[config.mk]
export PLATFORM = sky130hd
export DESIGN_NAME = i2c_transaction_sequencer
export DESIGN_NICKNAME = d
export VERILOG_FILES = /design/src/i2cts_pkg.sv /design/src/i2cts_seq.sv /design/src/i2cts_outq.sv /design/src/i2c_transaction_sequencer.sv
export VERILOG_INCLUDE_DIRS = /design/src /design/src/src
export SDC_FILE = /design/constraint.sdc
export NUM_CORES = 1
export LEC_CHECK = 0
export ABC_AREA = 1
export BUFFER_PORTS_ARGS = -buffer_cell sky130_fd_sc_hd__buf_2
export CORE_MARGIN = 5
export CORE_UTILIZATION = 60
export CTS_BUF_LIST = sky130_fd_sc_hd__clkbuf_16
export DETAILED_ROUTE_END_ITERATION = 16
export PLACE_DENSITY = 0.81
export SLEW_MARGIN = 25
export SYNTH_ARGS = -nofsm -noshare
export SYNTH_HDL_FRONTEND = slang
export SYNTH_HIERARCHICAL = 1
export SYNTH_SLANG_ARGS = --single-unit
[constraint.sdc]
create_clock -name clk -period 4.7 [get_ports clk]
set_input_delay 1.41 -clock clk [delete_from_list [all_inputs] [get_ports clk]]
set_output_delay 1.41 -clock clk [all_outputs]
set_load 0.005 [all_outputs]
[src/i2c_transaction_sequencer_macros.svh]
// ---------------------------------------------------------------------------
// I2C transaction sequencer assertion macros
// Concurrent assertion wrappers, compiled out for synthesis.
// ---------------------------------------------------------------------------
`ifndef I2C_TRANSACTION_SEQUENCER_MACROS_SVH
`define I2C_TRANSACTION_SEQUENCER_MACROS_SVH

`ifndef SYNTHESIS
// ante holds in a cycle -> cons holds in the same cycle
`define I2CTS_ASSERT_SAME(label, clk, rst_n, ante, cons) \
    label: assert property (@(posedge clk) disable iff (!rst_n) (ante) |-> (cons)) \
        else $error("i2cts assertion failed");
// ante holds in a cycle -> cons holds in the next cycle
`define I2CTS_ASSERT_NEXT(label, clk, rst_n, ante, cons) \
    label: assert property (@(posedge clk) disable iff (!rst_n) (ante) |=> (cons)) \
        else $error("i2cts assertion failed");
`else
`define I2CTS_ASSERT_SAME(label, clk, rst_n, ante, cons)
`define I2CTS_ASSERT_NEXT(label, clk, rst_n, ante, cons)
`endif

`endif

[src/i2cts_pkg.sv]
// ---------------------------------------------------------------------------
// I2C transaction sequencer package
// Shared types, codes and the result-building helper.
// ---------------------------------------------------------------------------
package i2cts_pkg;

    localparam logic READ_BIT = 1'b1;

    typedef enum logic [1:0] {
        MODE_BEGIN = 2'd0,
        MODE_WDATA = 2'd1,
        MODE_RESP  = 2'd2
    } mode_t;

    typedef enum logic [2:0] {
        OP_NONE    = 3'd0,
        OP_START   = 3'd1,
        OP_RESTART = 3'd2,
        OP_STOP    = 3'd3,
        OP_WRITE   = 3'd4,
        OP_RD_ACK  = 3'd5,
        OP_RD_NACK = 3'd6
    } bus_op_t;

    typedef enum logic [1:0] {
        ST_OK    = 2'd0,
        ST_NACK  = 2'd1,
        ST_LINK  = 2'd2
    } status_t;

    typedef enum logic [2:0] {
        PH_IDLE      = 3'd0,
        PH_WADDR_ACK = 3'd1,
        PH_NEED_DATA = 3'd2,
        PH_DATA_ACK  = 3'd3,
        PH_RADDR_ACK = 3'd4,
        PH_READ_WAIT = 3'd5
    } phase_t;

    typedef struct packed {
        bus_op_t    op;
        logic [7:0] bus_byte;
        logic       read_valid;
        logic [7:0] read_data;
        logic       done_res;
        status_t    status;
        logic       last;
    } result_t;

    // up to two results written into the output queue per transaction
    typedef struct packed {
        logic [1:0] cnt;
        result_t    r0;
        result_t    r1;
    } push_t;

    function automatic result_t res_make(bus_op_t op, logic [7:0] b, logic rv,
                                         logic [7:0] rd, logic dn, status_t st,
                                         logic lst);
        result_t r;
        r.op         = op;
        r.bus_byte   = b;
        r.read_valid = rv;
        r.read_data  = rd;
        r.done_res   = dn;
        r.status     = st;
        r.last       = lst;
        return r;
    endfunction

endpackage

[src/i2cts_seq.sv]
// ---------------------------------------------------------------------------
// I2C transaction sequencer core
// Phase register and one-pass result generation per accepted transaction.
// ---------------------------------------------------------------------------
`include "i2c_transaction_sequencer_macros.svh"

module i2cts_seq (
    input  logic            clk,
    input  logic            rst_n,
    input  logic            accept,
    input  logic [1:0]      mode,
    input  logic [6:0]      addr7,
    input  logic [7:0]      tx_count,
    input  logic [7:0]      rx_count,
    input  logic [7:0]      data_byte,
    input  logic            sda_at_ack,
    input  logic [7:0]      resp_byte,
    input  logic            link_error,
    output i2cts_pkg::push_t push
);
    import i2cts_pkg::*;

    phase_t     phase_reg, phase_next;
    logic [6:0] addr_reg, addr_next;
    logic [7:0] tx_reg, tx_next;
    logic [7:0] rx_reg, rx_next;
    logic [7:0] rx_dec;
    logic       waiting;
    mode_t      mode_c;

    assign mode_c  = mode_t'(mode);
    assign rx_dec  = (rx_reg != 8'd0) ? rx_reg - 8'd1 : 8'd0;
    assign waiting = (phase_reg == PH_WADDR_ACK) || (phase_reg == PH_DATA_ACK) ||
                     (phase_reg == PH_RADDR_ACK) || (phase_reg == PH_READ_WAIT);

    always_ff @(posedge clk or negedge rst_n)
    begin
        if (!rst_n)
        begin
            phase_reg <= PH_IDLE;
            addr_reg  <= 7'd0;
            tx_reg    <= 8'd0;
            rx_reg    <= 8'd0;
        end
        else
        begin
            phase_reg <= phase_next;
            addr_reg  <= addr_next;
            tx_reg    <= tx_next;
            rx_reg    <= rx_next;
        end
    end

    // next state
    always_comb
    begin
        phase_next = phase_reg;
        addr_next  = addr_reg;
        tx_next    = tx_reg;
        rx_next    = rx_reg;
        if (accept)
        begin
            unique case (mode_c)
                MODE_BEGIN:
                begin
                    if (phase_reg == PH_IDLE)
                    begin
                        addr_next  = addr7;
                        tx_next    = tx_count;
                        rx_next    = rx_count;
                        phase_next = (tx_count != 8'd0) ? PH_WADDR_ACK : PH_RADDR_ACK;
                    end
                end
                MODE_WDATA:
                begin
                    if (phase_reg == PH_NEED_DATA)
                    begin
                        tx_next    = (tx_reg != 8'd0) ? tx_reg - 8'd1 : 8'd0;
                        phase_next = PH_DATA_ACK;
                    end
                end
                MODE_RESP:
                begin
                    if (waiting)
                    begin
                        if (link_error)
                            phase_next = PH_IDLE;
                        else if (phase_reg == PH_READ_WAIT)
                        begin
                            rx_next    = rx_dec;
                            phase_next = (rx_dec == 8'd0) ? PH_IDLE : PH_READ_WAIT;
                        end
                        else if (sda_at_ack)
                            phase_next = PH_IDLE;
                        else if (phase_reg == PH_WADDR_ACK)
                            phase_next = PH_NEED_DATA;
                        else if (phase_reg == PH_DATA_ACK)
                        begin
                            if (tx_reg != 8'd0)
                                phase_next = PH_NEED_DATA;
                            else if (rx_reg == 8'd0)
                                phase_next = PH_IDLE;
                            else
                                phase_next = PH_RADDR_ACK;
                        end
                        else
                            phase_next = (rx_reg == 8'd0) ? PH_IDLE : PH_READ_WAIT;
                        // stop clears the counts
                        if (phase_next == PH_IDLE)
                        begin
                            tx_next = 8'd0;
                            rx_next = 8'd0;
                        end
                    end
                end
                default: ;
            endcase
        end
    end

    // results
    always_comb
    begin
        push.cnt = 2'd0;
        push.r0  = res_make(OP_NONE, 8'd0, 1'b0, 8'd0, 1'b0, ST_OK, 1'b0);
        push.r1  = res_make(OP_NONE, 8'd0, 1'b0, 8'd0, 1'b0, ST_OK, 1'b1);
        if (accept)
        begin
            unique case (mode_c)
                MODE_BEGIN:
                begin
                    if (phase_reg == PH_IDLE)
                    begin
                        push.cnt = 2'd2;
                        push.r0  = res_make(OP_START, 8'd0, 1'b0, 8'd0, 1'b0, ST_OK, 1'b0);
                        push.r1  = res_make(OP_WRITE, {addr7, (tx_count == 8'd0)},
                                            1'b0, 8'd0, 1'b0, ST_OK, 1'b1);
                    end
                end
                MODE_WDATA:
                begin
                    if (phase_reg == PH_NEED_DATA)
                    begin
                        push.cnt = 2'd1;
                        push.r0  = res_make(OP_WRITE, data_byte, 1'b0, 8'd0, 1'b0,
                                            ST_OK, 1'b1);
                    end
                end
                MODE_RESP:
                begin
                    if (waiting)
                    begin
                        if (link_error)
                        begin
                            push.cnt = 2'd1;
                            push.r0  = res_make(OP_STOP, 8'd0, 1'b0, 8'd0, 1'b1,
                                                ST_LINK, 1'b1);
                        end
                        else if (phase_reg == PH_READ_WAIT)
                        begin
                            push.cnt = 2'd2;
                            push.r0  = res_make(OP_NONE, 8'd0, 1'b1, resp_byte, 1'b0,
                                                ST_OK, 1'b0);
                            if (rx_dec == 8'd0)
                                push.r1 = res_make(OP_STOP, 8'd0, 1'b0, 8'd0, 1'b1,
                                                   ST_OK, 1'b1);
                            else
                                push.r1 = res_make((rx_dec == 8'd1) ? OP_RD_NACK : OP_RD_ACK,
                                                   8'd0, 1'b0, 8'd0, 1'b0, ST_OK, 1'b1);
                        end
                        else if (sda_at_ack)
                        begin
                            push.cnt = 2'd1;
                            push.r0  = res_make(OP_STOP, 8'd0, 1'b0, 8'd0, 1'b1,
                                                ST_NACK, 1'b1);
                        end
                        else if (phase_reg == PH_DATA_ACK)
                        begin
                            if (tx_reg != 8'd0)
                                push.cnt = 2'd0;
                            else if (rx_reg == 8'd0)
                            begin
                                push.cnt = 2'd1;
                                push.r0  = res_make(OP_STOP, 8'd0, 1'b0, 8'd0, 1'b1,
                                                    ST_OK, 1'b1);
                            end
                            else
                            begin
                                push.cnt = 2'd2;
                                push.r0  = res_make(OP_RESTART, 8'd0, 1'b0, 8'd0, 1'b0,
                                                    ST_OK, 1'b0);
                                push.r1  = res_make(OP_WRITE, {addr_reg, READ_BIT},
                                                    1'b0, 8'd0, 1'b0, ST_OK, 1'b1);
                            end
                        end
                        else if (phase_reg == PH_RADDR_ACK)
                        begin
                            push.cnt = 2'd1;
                            if (rx_reg == 8'd0)
                                push.r0 = res_make(OP_STOP, 8'd0, 1'b0, 8'd0, 1'b1,
                                                   ST_OK, 1'b1);
                            else
                                push.r0 = res_make((rx_reg == 8'd1) ? OP_RD_NACK : OP_RD_ACK,
                                                   8'd0, 1'b0, 8'd0, 1'b0, ST_OK, 1'b1);
                        end
                    end
                end
                default: ;
            endcase
        end
    end

    // a stop result always sends the sequencer back to idle
    `I2CTS_ASSERT_NEXT(a_stop_idles, clk, rst_n, (push.cnt == 2'd1) && (push.r0.op == OP_STOP), (phase_reg == PH_IDLE))

endmodule

[src/i2cts_outq.sv]
// ---------------------------------------------------------------------------
// I2C transaction sequencer result queue
// Four-entry queue taking up to two results a cycle, draining one a cycle while out_ready is high.
// ---------------------------------------------------------------------------
`include "i2c_transaction_sequencer_macros.svh"

module i2cts_outq (
    input  logic                clk,
    input  logic                rst_n,
    input  i2cts_pkg::push_t    push,
    output logic                room,
    output logic                out_valid,
    input  logic                out_ready,
    output i2cts_pkg::result_t  head
);
    import i2cts_pkg::*;

    result_t    entry_reg [4];
    logic [1:0] wr_ptr_reg, wr_ptr_next;
    logic [1:0] rd_ptr_reg, rd_ptr_next;
    logic [2:0] count_reg, count_next;
    logic       pop;

    assign out_valid   = (count_reg != 3'd0);
    assign room        = (count_reg <= 3'd2);
    assign pop         = out_valid && out_ready;
    assign head        = entry_reg[rd_ptr_reg];
    assign wr_ptr_next = wr_ptr_reg + push.cnt;
    assign rd_ptr_next = rd_ptr_reg + {1'b0, pop};
    assign count_next  = count_reg + {1'b0, push.cnt} - {2'b00, pop};

    always_ff @(posedge clk or negedge rst_n)
    begin
        if (!rst_n)
        begin
            wr_ptr_reg <= 2'd0;
            rd_ptr_reg <= 2'd0;
            count_reg  <= 3'd0;
        end
        else
        begin
            wr_ptr_reg <= wr_ptr_next;
            rd_ptr_reg <= rd_ptr_next;
            count_reg  <= count_next;
        end
    end

    always_ff @(posedge clk)
    begin
        if (push.cnt != 2'd0)
            entry_reg[wr_ptr_reg] <= push.r0;
        if (push.cnt == 2'd2)
            entry_reg[wr_ptr_reg + 2'd1] <= push.r1;
    end

    `I2CTS_ASSERT_SAME(a_no_overflow, clk, rst_n, (push.cnt != 2'd0), (count_reg <= 3'd2))
    `I2CTS_ASSERT_SAME(a_count_range, clk, rst_n, 1'b1, (count_reg <= 3'd4))
    `I2CTS_ASSERT_NEXT(a_pop_drains, clk, rst_n, pop && (push.cnt == 2'd0), (count_reg == $past(count_reg) - 3'd1))

endmodule

[src/i2c_transaction_sequencer.sv]
// Accepted transactions write their results into the result queue.
// Throughput: one input transaction per cycle while the four-entry result
// queue has two free slots; results leave at one per cycle while out_ready
// is high.
// Reset (rst_n low, asynchronous): phase idle, counts and address cleared,
// result queue emptied.
// ---------------------------------------------------------------------------
// I2C transaction sequencer
// Byte-level I2C master sequencing: start, address, data writes, restart,
// reads with ack/nack and stop with a completion status.
// ---------------------------------------------------------------------------
module i2c_transaction_sequencer (
    input  logic       clk,
    input  logic       rst_n,
    // input transactions
    input  logic       in_valid,
    output logic       in_ready,
    input  logic [1:0] mode,
    input  logic [6:0] addr7,
    input  logic [7:0] tx_count,
    input  logic [7:0] rx_count,
    input  logic [7:0] data_byte,
    input  logic       sda_at_ack,
    input  logic [7:0] resp_byte,
    input  logic       link_error,
    // result transactions
    output logic       out_valid,
    input  logic       out_ready,
    output logic [2:0] bus_op,
    output logic [7:0] bus_byte,
    output logic       read_valid,
    output logic [7:0] read_data,
    output logic       done_res,
    output logic [1:0] status,
    output logic       last
);
    import i2cts_pkg::*;

    logic    accept;
    logic    room;
    push_t   push;
    result_t head;

    // Ready depends only on queue occupancy: two free slots cover the worst
    // case of two results from one transaction, so ready never waits on
    // out_ready directly, but pending results that fill the queue stall input.
    assign in_ready = room;
    assign accept   = in_valid && room;

    // Sequencer: decodes the transaction against the current phase and
    // builds zero, one or two results in the same cycle.
    i2cts_seq u_seq (
        .clk        (clk),
        .rst_n      (rst_n),
        .accept     (accept),
        .mode       (mode),
        .addr7      (addr7),
        .tx_count   (tx_count),
        .rx_count   (rx_count),
        .data_byte  (data_byte),
        .sda_at_ack (sda_at_ack),
        .resp_byte  (resp_byte),
        .link_error (link_error),
        .push       (push)
    );

    // Result queue: registered entries, head presented straight to the port.
    i2cts_outq u_outq (
        .clk       (clk),
        .rst_n     (rst_n),
        .push      (push),
        .room      (room),
        .out_valid (out_valid),
        .out_ready (out_ready),
        .head      (head)
    );

    assign bus_op     = head.op;
    assign bus_byte   = head.bus_byte;
    assign read_valid = head.read_valid;
    assign read_data  = head.read_data;
    assign done_res   = head.done_res;
    assign status     = head.status;
    assign last       = head.last;

endmodule

==> out/qor.txt, run 1 <==
Status: completed
Hold wc startpoint: u_outq/rd_ptr_reg[1]$_DFF_PN0_
Final setup fails: 0
Area after DPL: 0.00815 mm2
Final Critical Period: 3.88 ns
FF/Latch Area: 0.00371 mm2
H-tree depth: 4
CTS tree: yes
Fmax: 0.258 GHz
Min-Delay Endpoint: u_outq/rd_ptr_reg[1]$_DFF_PN0_
Avg Vias per Cell: 5.54
Initial DRC Count: 663
Core ar.: 0.0126 mm2
FF-to-FF path depth: 16
Clock root cell: clkbuf_16
Non-filler instance count after layout: 1191
# hold bufs at CTS: 0
Starting Density: 61.1%
Final instance area: 0.00872 mm2
Overflow after GRT: 0
R2r startpoint: u_seq/rx_reg[0]$_DFFE_PN0P_
First-pass DRT Iterations: 5
CTS Buffer Depth: 2
Number of flip-flops under the largest register name: 96
Crit Reg-Reg Endpoint: u_outq/entry_reg[2][7]$_DFFE_PP_
Top cells by area, synth: edfxtp_1 38%, dfrtp_1 11%, nand2_1 10%
Most frequent cell after synthesis: nand2_1
Clock slew at reported path FFs: 0.06 ns
Vias in the first global route: 6209
Initial antenna violation count: 0
Vias: 6600
Die Ht: 123 um
Num CTS Buffers: 17
Synthesis Warnings: 6
Post-cts resize count: 0
Worst EP required: 4.85 ns
Fin Clk Skew: 0.00902 ns
Worst reg-to-reg setup slack: 1.24 ns
Crit end category: flip-flop
Later-pin clock latency in the skew report: 0.42 ns
I/O Buffers: 72
Placed insts: 1159
Slew @ Worst Pin: 0.972 ns
Post-CTS Repair Setup Buffers: 0
Top post-synthesis cells by count: 213 x nand2_1, 139 x o21ai_0, 130 x nor2_1
Fillers: 1021
Slowest stage delay, CP: 0.40 ns
Slowest stage cell, crit path: buf_4
Crit path from: mode[0]
DR WL/cell: 15.3 um
PD cells: 515 mW/mm2
Placement Rows: 41
WHS Path Cells: 2
Share of the synthesized area in the top cell type: 37.5%
Post-synthesis cell count: 942
Die W: 123 um
Final GP Congestion: 0.922
Final hold vios: 0
Headroom to the max-slew limit: 34.6%
Nets@finish: 1066
Antenna cells: 0
Count of clock tree sinks: 129
Mapped cell area: 0.00768 mm2
Crit-path cells: buf_2, inv_1, ha_1, inv_1, nor3_1, inv_1, o21ai_0, inv_1, nor2_1, inv_2, nor2_4, nand2_1, buf_4, nand2_1, o21ai_0
Ratio of cells with drive above 1 in the final layout: 17.5%
CP max FO: 34
Seq cells post-synth: 129
DRC viols: 0
Register area share after synthesis: 48.3%
First-pass GRT wire length: 29.8 mm
Startpoint class of the critical path: input pin
Peak supply drop: 0.000300 V
Routed Antenna Nets: 0
Post-synthesis average cell area: 8.15 um2
Max Slew Vio Count: 0
# Max-Cap Violations: 0
Lkg Pwr: 3.52 nW
I/O Pins: 73
Placed wire-length estimate: 11.9 mm
GRT Resource Usage Total: 25.4%
Die area: 0.0152 mm2
Unrepaired setup endpoints after global routing: false
Post-synth top flop: edfxtp_1
WS Path Type: input pin to flip-flop
Post-synth EDFFs: 96
Syn-to-layout area delta: 13.5%
Largest net degree at the start of global routing: 52
Final Routed Wirelength: 18.3 mm
Area of the multi-input gates: 0.00332 mm2
Min-Delay Path Class: flip-flop to flip-flop
Unique masters post-synth: 43
Final worst path period share: 82.5%
Synth async-reset ratio: 25.6%
CP arrival: 4.02 ns
Post-synth top area cell: edfxtp_1
CP dominant cell by count: inv_1
==> cells in the final DEF (no fill, tap or decap), types with 8 or more instances in the layout <==
cell / instances
nand2_1: 213
o21ai_0: 138
nor2_1: 130
edfxtp_1: 96
inv_1: 90
buf_2: 72
dfrtp_1: 33
o21ai_1: 31
nand3_1: 23
clkbuf_16: 17
buf_4: 17
o21ai_2: 15
ha_1: 12
conb_1: 12
inv_2: 11
nor3_1: 10
o22ai_1: 9
a22oi_1: 8
==> routing by layer <==
metal | GRT usage (%) | wire, um | vias up
met2 | 42.2 | 8930 | 299
met1 | 32.7 | 7400 | 3034
met3 | 4.39 | 1440 | 41
li1 | - | - | 3226
met4 | 11.1 | 481 | 0
met5 | 0 | 0 | -
==> worst max-delay path by stage <==
| stage | end | slack [ns] | cells after the start |
|---|---|---|---|
| 2_1_floorplan | u_outq/entry_reg[0][0]$_DFFE_PP_ | -0.51 | 11 |
| 3_3_place_gp | u_outq/entry_reg[1][10]$_DFFE_PP_ | 0.42 | 12 |
| 3_5_place_dp | u_outq/entry_reg[2][9]$_DFFE_PP_ | 0.59 | 15 |
| 4_1_cts | u_outq/entry_reg[2][7]$_DFFE_PP_ | 0.96 | 15 |
| 5_1_grt | u_outq/entry_reg[2][4]$_DFFE_PP_ | 0.60 | 15 |
| 6_report | u_outq/entry_reg[2][7]$_DFFE_PP_ | 0.82 | 15 |
==> stage by stage <==
| step | utilization, % | worst slack, ns | total power, W | setup TNS, ns | hold slack [ns] |
|---|---|---|---|---|---|
| 2_1_floorplan | - | -0.512 | 0.00273 | -46.30 | 0.442 |
| 5_1_grt | 69.3 | 0.602 | 0.00479 | 0 | 0.512 |
| 6_report | 69.3 | 0.821 | 0.00449 | 0 | 0.475 |
| 3_3_place_gp | 64.7 | 0.425 | 0.00319 | 0 | 0.457 |
| 3_5_place_dp | 64.8 | 0.589 | 0.00322 | 0 | 0.470 |
| 4_1_cts | 69.3 | 0.957 | 0.00450 | 0 | 0.481 |
==> final cells by class <==
| class | count | area share [%] |
|---|---|---|
| clock buffers | 17 | 4.88 |
| clock inverters | 15 | 1.65 |
| inverters | 102 | 4.39 |
| multi-input cells | 665 | 38.1 |
| flip-flops and latches | 129 | 42.5 |
| well taps | 172 | 2.47 |
| repair buffers | 91 | 5.96 |
==> critical path: cells and delay by family <==
kind                     cells  cell delay (ns)
AO/OA/AOI/OAI                2             0.39
adder cells (fa/ha/maj)      1             0.23
buffers and inverters        7             0.93
AND/OR/NAND/NOR              5             1.03
==> cells by family (layout without fill, tap and decap cells) <==
family | Yosys count | count (layout) | synth area share, %
AO/OA/AOI/OAI | 216 | 216 | 15.6
XOR/XNOR | 9 | 9 | 1.03
multiplexers | 7 | 7 | 1.03
other | 2 | 12 | 0.0978
flip-flops | 129 | 129 | 48.3
AND/OR/NAND/NOR | 408 | 408 | 22.2
buffers and inverters | 158 | 225 | 9.56
adder cells (fa/ha/maj) | 13 | 13 | 2.22
==> where the power goes <==
part           internal, W  switching, W
logic             0.000601       0.00108
clock network     0.000773      0.000485
registers          0.00139      0.000155
total              0.00277       0.00172
(Power assumes the default switching activity.)
==> run 2, diff against run 1 <==
--- a/config.mk
+++ b/config.mk
@@ -9,10 +9,10 @@
 export ABC_AREA = 1
 export BUFFER_PORTS_ARGS = -buffer_cell sky130_fd_sc_hd__buf_2
 export CORE_MARGIN = 5
-export CORE_UTILIZATION = 60
+export CORE_UTILIZATION = 54
 export CTS_BUF_LIST = sky130_fd_sc_hd__clkbuf_16
 export DETAILED_ROUTE_END_ITERATION = 16
-export PLACE_DENSITY = 0.81
+export PLACE_DENSITY = 0.77
 export SLEW_MARGIN = 25
 export SYNTH_ARGS = -nofsm -noshare
 export SYNTH_HDL_FRONTEND = slang
==> constraint.sdc (replaced) <==
create_clock -name clk -period 3.3 [get_ports clk]
set_input_delay 0.99 -clock clk [delete_from_list [all_inputs] [get_ports clk]]
set_output_delay 0.99 -clock clk [all_outputs]
set_load 0.005 [all_outputs]
==> run 2 against run 1 <==
Core utilization decreased by 5.9 points. Clock power increased by 32%. Total power up 39%. Global-route usage fell by 4.1 points. Critical endpoint is now bus_byte[2]. Largest cell class unchanged.
==> out/qor.txt, run 2 (same netlist as run 1, synthesis figures left out) <==
Headroom to the max-slew limit: 50.8% (+16 points)
Die Ht: 129 um (+5.0%)
Avg Vias per Cell: 5.20 (-6.2%)
Fmax: 0.341 GHz
Initial antenna violation count: 0 (unchanged)
Status: completed
Final hold vios: 0 (unchanged)
# Max-Cap Violations: 0 (unchanged)
PD cells: 704 mW/mm2 (+37%)
FF-to-FF path depth: 16 (unchanged)
WHS Path Cells: 2 (unchanged)
Nets@finish: 1076 (+0.94%)
Final worst path period share: 89.0%
Slew @ Worst Pin: 0.738 ns (-0.234 ns)
Most common cell after layout, fill and taps aside: nand2_1
CP arrival: 1.95 ns (-2.07 ns)
DRC viols: 0 (unchanged)
Peak supply drop: 0.000354 V (+18%)
I/O Buffers: 72 (unchanged)
Die W: 129 um (+5.0%)
Vias: 6287 (-4.7%)
Unrepaired setup endpoints after global routing: false
Final Routed Wirelength: 16.9 mm (-7.2%)
Clock root cell: clkbuf_16
Max Slew Vio Count: 0 (unchanged)
CTS tree: yes
Final GP Congestion: 0.908 (-1.4%)
Final design utilization: 63.5% (-5.9 points)
Number of flip-flops under the largest register name: 96 (unchanged)
Total negative slack: 0 ns (unchanged)
I/O Pins: 73 (unchanged)
Core ar.: 0.0139 mm2 (+11%)
Later-pin clock latency in the skew report: 0.42 ns (about the same)
GRT Resource Usage Total: 21.3% (-4.1 points)
Syn-to-layout area delta: 15.2%
Die area: 0.0167 mm2 (+10%)
Starting Density: 55.1% (-6.0 points)
DR WL/cell: 14.0 um (-8.5%)
Vias in the first global route: 5858 (-5.7%)
Final critical-path setup slack: 0.364 ns (-0.458 ns)
Startpoint class of the critical path: flip-flop
Overflow after GRT: 0 (unchanged)
Placed wire-length estimate: 12.0 mm (+0.34%)
WS Path Type: flip-flop to output pin
Num CTS Buffers: 17 (unchanged)
Most frequent cells in the layout: 211 x nand2_1, 138 x o21ai_0, 127 x nor2_1, 96 x edfxtp_1, 90 x inv_1
Fin Clk Skew: 0.00676 ns (-0.00226 ns)
Placement Rows: 43 (+4.9%)
Count of clock tree sinks: 129 (unchanged)
First-pass GRT wire length: 27.9 mm (-6.3%)
Ratio of cells with drive above 1 in the final layout: 18.7% (+1.2 points)
Crit end category: output pin
Final Critical Period: 2.94 ns
Place WS: 0.0609 ns (-0.528 ns)
CP max FO: 37 (+8.8%)
Clock slew at reported path FFs: 0.05 ns (about the same)
Post-CTS Repair Setup Buffers: 0 (unchanged)
CTS Buffer Depth: 2 (unchanged)
Final setup fails: 0 (unchanged)
# hold bufs at CTS: 0 (unchanged)
Min-Delay Path Class: flip-flop to flip-flop
H-tree depth: 4 (unchanged)
Lkg Pwr: 3.59 nW (+1.9%)
Initial DRC Count: 686 (+3.5%)
Post-cts resize count: 0 (unchanged)
Worst EP required: 2.31 ns (-2.54 ns)
Largest net degree at the start of global routing: 52 (unchanged)
Antenna cells: 0 (unchanged)
First-pass DRT Iterations: 5 (unchanged)
Routed Antenna Nets: 0 (unchanged)
WHS: 0.492 ns (+0.0175 ns)
[run 2: cell types whose count changed in the layout (fill, tap and decap cells not counted), sizes merged]
| cell | change |
|---|---|
| buf | +10 |
| bufinv | -1 |
| inv | +1 |
[run 2: path summary, 6_finish.rpt]
check	start	endpoint	slack [ns]
min in group asynchronous	rst_n	u_seq/tx_reg[3]$_DFFE_PN0P_	0.63
min	u_outq/rd_ptr_reg[1]$_DFF_PN0_	u_outq/rd_ptr_reg[1]$_DFF_PN0_	0.49
max in group asynchronous	rst_n	u_seq/rx_reg[4]$_DFFE_PN0P_	2.19
max reg2reg	u_seq/rx_reg[0]$_DFFE_PN0P_	u_outq/count_reg[2]$_DFF_PN0_	0.41
min reg2reg	u_outq/rd_ptr_reg[1]$_DFF_PN0_	u_outq/rd_ptr_reg[1]$_DFF_PN0_	0.49
max	u_outq/rd_ptr_reg[0]$_DFF_PN0_	bus_byte[2]	0.36
[run 2: where the power goes]
part           switching [W]  internal (W)
registers           0.000210       0.00198
logic                0.00149      0.000886
clock network       0.000648       0.00101
total                0.00235       0.00388
[run 2: per-stage QoR]
step / instances / total power (W) / area [um2]
after global routing: 1209 / 0.00672 / 8850
after floorplan: 952 / 0.00394 / 7820
after global placement: 1177 / 0.00456 / 8320
after detailed placement: 1177 / 0.00461 / 8320
after CTS: 1209 / 0.00628 / 8850
final: 1209 / 0.00623 / 8850
[run 2: cell type report]
| cell class | count | area (um2) |
|---|---|---|
| fillers | 1160 | 5090 |
| multi-input cells | 665 | 3350 |
| clock buffers | 17 | 425 |
| well taps | 180 | 225 |
| clock inverters | 15 | 104 |
| repair buffers | 101 | 653 |
| inverters | 102 | 383 |
| flip-flops and latches | 129 | 3710 |
[run 2: critical path, cell delays in order, from the launching register on]
cell	delay, ns
dfrtp_1	0.39
inv_2	0.40
buf_4	0.28
o21ai_0	0.09
o21ai_0	0.20
buf_2	0.15
[run 2: routing by layer]
metal  track usage, %  share of wire, %  wire [um]
met2             36.6                49       8260
met1             26.8                43       7230
met4             6.79               1.3        225
met5                0                 0          0
met3             4.78               7.3       1230
==> run 3, diff against run 2 <==
--- a/config.mk
+++ b/config.mk
@@ -7,11 +7,12 @@
 export NUM_CORES = 1
 export LEC_CHECK = 0
 export ABC_AREA = 1
-export BUFFER_PORTS_ARGS = -buffer_cell sky130_fd_sc_hd__buf_2
+export BUFFER_PORTS_ARGS = -buffer_cell sky130_fd_sc_hd__clkbuf_2
 export CORE_MARGIN = 5
 export CORE_UTILIZATION = 54
 export CTS_BUF_LIST = sky130_fd_sc_hd__clkbuf_16
 export DETAILED_ROUTE_END_ITERATION = 16
+export GPL_ROUTABILITY_DRIVEN = 1
 export PLACE_DENSITY = 0.77
 export SLEW_MARGIN = 25
 export SYNTH_ARGS = -nofsm -noshare
==> run 3 against run 2 <==
Global-route usage up 0.56 points. Core utilization up 0.57 points. Total power is 2.9% higher. Critical path depth is the same. Routed wire length increased by 2.8%. Largest cell class unchanged.
==> out/qor.txt, run 3 (same netlist as run 1, synthesis figures left out) <==
Status: completed
Placed insts: 1181 (+0.34%)
WS Path Type: flip-flop to output pin
Slew @ Worst Pin: 0.849 ns (+0.111 ns)
Total negative slack: 0 ns (unchanged)
Clock root cell: clkbuf_16
Vias: 6397 (+1.7%)
CP max FO: 16 (-57%)
Initial DRC Count: 497 (-28%)
Startpoint class of the critical path: flip-flop
Final GP Congestion: 0.927 (+2.1%)
Lkg Pwr: 3.67 nW (+2.2%)
CTS Buffer Depth: 2 (unchanged)
Fmax: 0.342 GHz (+0.34%)
CP arrival: 1.94 ns (about the same)
Largest net degree at the start of global routing: 52 (unchanged)
# Max-Cap Violations: 0 (unchanged)
DR WL/cell: 14.4 um (+2.4%)
Final hold vios: 0 (unchanged)
First-pass DRT Iterations: 5 (unchanged)
Avg Vias per Cell: 5.27 (+1.4%)
Nets@finish: 1080 (+0.37%)
Final Routed Wirelength: 17.4 mm (+2.8%)
# hold bufs at CTS: 0 (unchanged)
Most frequent cells in the layout: 211 x nand2_1, 138 x o21ai_0, 127 x nor2_1, 96 x edfxtp_1, 95 x inv_1
WHS: 0.493 ns (+0.000868 ns)
I/O Pins: 73 (unchanged)
Clock slew at reported path FFs: 0.05 ns (about the same)
Vias in the first global route: 6072 (+3.7%)
Placed wire-length estimate: 12.3 mm (+2.5%)
I/O Buffers: 72 (unchanged)
Post-CTS Repair Setup Buffers: 0 (unchanged)
Routed Antenna Nets: 0 (unchanged)
Max Slew Vio Count: 0 (unchanged)
Die area: 0.0167 mm2 (unchanged)
Number of flip-flops under the largest register name: 96 (unchanged)
Initial antenna violation count: 0 (unchanged)
Headroom to the max-slew limit: 43.4% (-7.4 points)
Starting Density: 55.1% (unchanged)
First-pass GRT wire length: 28.9 mm (+3.5%)
Core ar.: 0.0139 mm2 (unchanged)
Fin Clk Skew: 0.00732 ns (+0.000559 ns)
Later-pin clock latency in the skew report: 0.41 ns (about the same)
Fillers: 1150 (-0.86%)
Final worst path period share: 88.7% (-0.30 points)
Antenna cells: 0 (unchanged)
Peak supply drop: 0.000463 V (+31%)
DRC viols: 0 (unchanged)
CTS tree: yes
Pwr Total: 0.00641 W (+2.9%)
Count of clock tree sinks: 129 (unchanged)
Final Critical Period: 2.93 ns (-0.0100 ns)
Post-cts resize count: 0 (unchanged)
Syn-to-layout area delta: 16.2%
Ratio of cells with drive above 1 in the final layout: 18.6% (-0.072 points)
H-tree depth: 4 (unchanged)
Num CTS Buffers: 17 (unchanged)
Placement Rows: 43 (unchanged)
Crit end category: output pin
Most common cell after layout, fill and taps aside: nand2_1
Die W: 129 um (unchanged)
Worst EP required: 2.31 ns (about the same)
PD cells: 718 mW/mm2 (+2.0%)
Overflow after GRT: 0 (unchanged)
Min-Delay Path Class: flip-flop to flip-flop
Die Ht: 129 um (unchanged)
Unrepaired setup endpoints after global routing: false
Non-filler instance count after layout: 1213 (+0.33%)
Final setup fails: 0 (unchanged)
GRT Resource Usage Total: 21.9% (+0.56 points)
==> run 3: cell count changes in the layout (fill, tap and decap cells not counted), sizes merged <==
cell and delta:
clkinv -4, buf -68, bufinv +2, inv +5, clkbuf +72, clkinvlp -3
==> run 3: path summary, 6_finish.rpt <==
path,from,end,slack (ns),depth (start not counted)
setup / recovery,u_outq/rd_ptr_reg[1]$_DFF_PN0_,done_res,0.37,5
max in group asynchronous,rst_n,u_outq/count_reg[1]$_DFF_PN0_,2.10,1
setup reg to reg,u_seq/rx_reg[0]$_DFFE_PN0P_,u_outq/count_reg[2]$_DFF_PN0_,0.41,16
min in group asynchronous,rst_n,u_seq/tx_reg[1]$_DFFE_PN0P_,0.68,1
hold reg to reg,u_outq/rd_ptr_reg[1]$_DFF_PN0_,u_outq/rd_ptr_reg[1]$_DFF_PN0_,0.49,2
hold / removal,u_outq/rd_ptr_reg[1]$_DFF_PN0_,u_outq/rd_ptr_reg[1]$_DFF_PN0_,0.49,2
==> run 3: cell type report <==
| cell class | count | area, um2 | share of cell area (%) |
|---|---|---|---|
| Sequential cell | 129 | 3710 | 41.5 |
| Multi-Input combinational cell | 665 | 3350 | 37.5 |
| Timing Repair Buffer | 105 | 696 | 7.79 |
| Clock buffer | 17 | 425 | 4.77 |
| Inverter | 102 | 383 | 4.29 |
| Tap cell | 180 | 225 | 2.52 |
| Clock inverter | 15 | 141 | 1.58 |
==> run 3: per-stage QoR <==
stage | cell area (um2) | worst slack, ns | utilization (%)
after floorplan | 7820 | -0.0212 | -
after global placement | 8360 | 0.137 | 60.0
after detailed placement | 8360 | 0.0608 | 60.0
after CTS | 8930 | 0.346 | 64.1
after global routing | 8930 | 0.144 | 64.1
final | 8930 | 0.374 | 64.1
==> run 3: worst max-delay path, cell delays in order, from the launching register on <==
cell	delay, ns
dfrtp_1	0.37
inv_1	0.38
buf_4	0.25
o21ai_0	0.08
o21ai_0	0.27
clkbuf_2	0.17
==> run 3: layer usage <==
| layer | part of all wire, % | up-vias | GRT usage (%) | wire length (um) |
|---|---|---|---|---|
| met2 | 49 | 211 | 37.2 | 8620 |
| li1 | - | 3255 | - | - |
| met3 | 6.6 | 17 | 4.00 | 1150 |
| met1 | 43 | 2914 | 28.1 | 7430 |
| met4 | 1.3 | 0 | 7.84 | 221 |
| met5 | 0 | - | 0 | 0 |
==> run 3: where the power goes <==
part	total, W	switching (W)	leakage, nW	internal, W
registers	0.00220	0.000214	1.32	0.00199
logic	0.00243	0.00152	2.05	0.000907
clock network	0.00179	0.000630	0.300	0.00116
total	0.00641	0.00236	3.67	0.00405
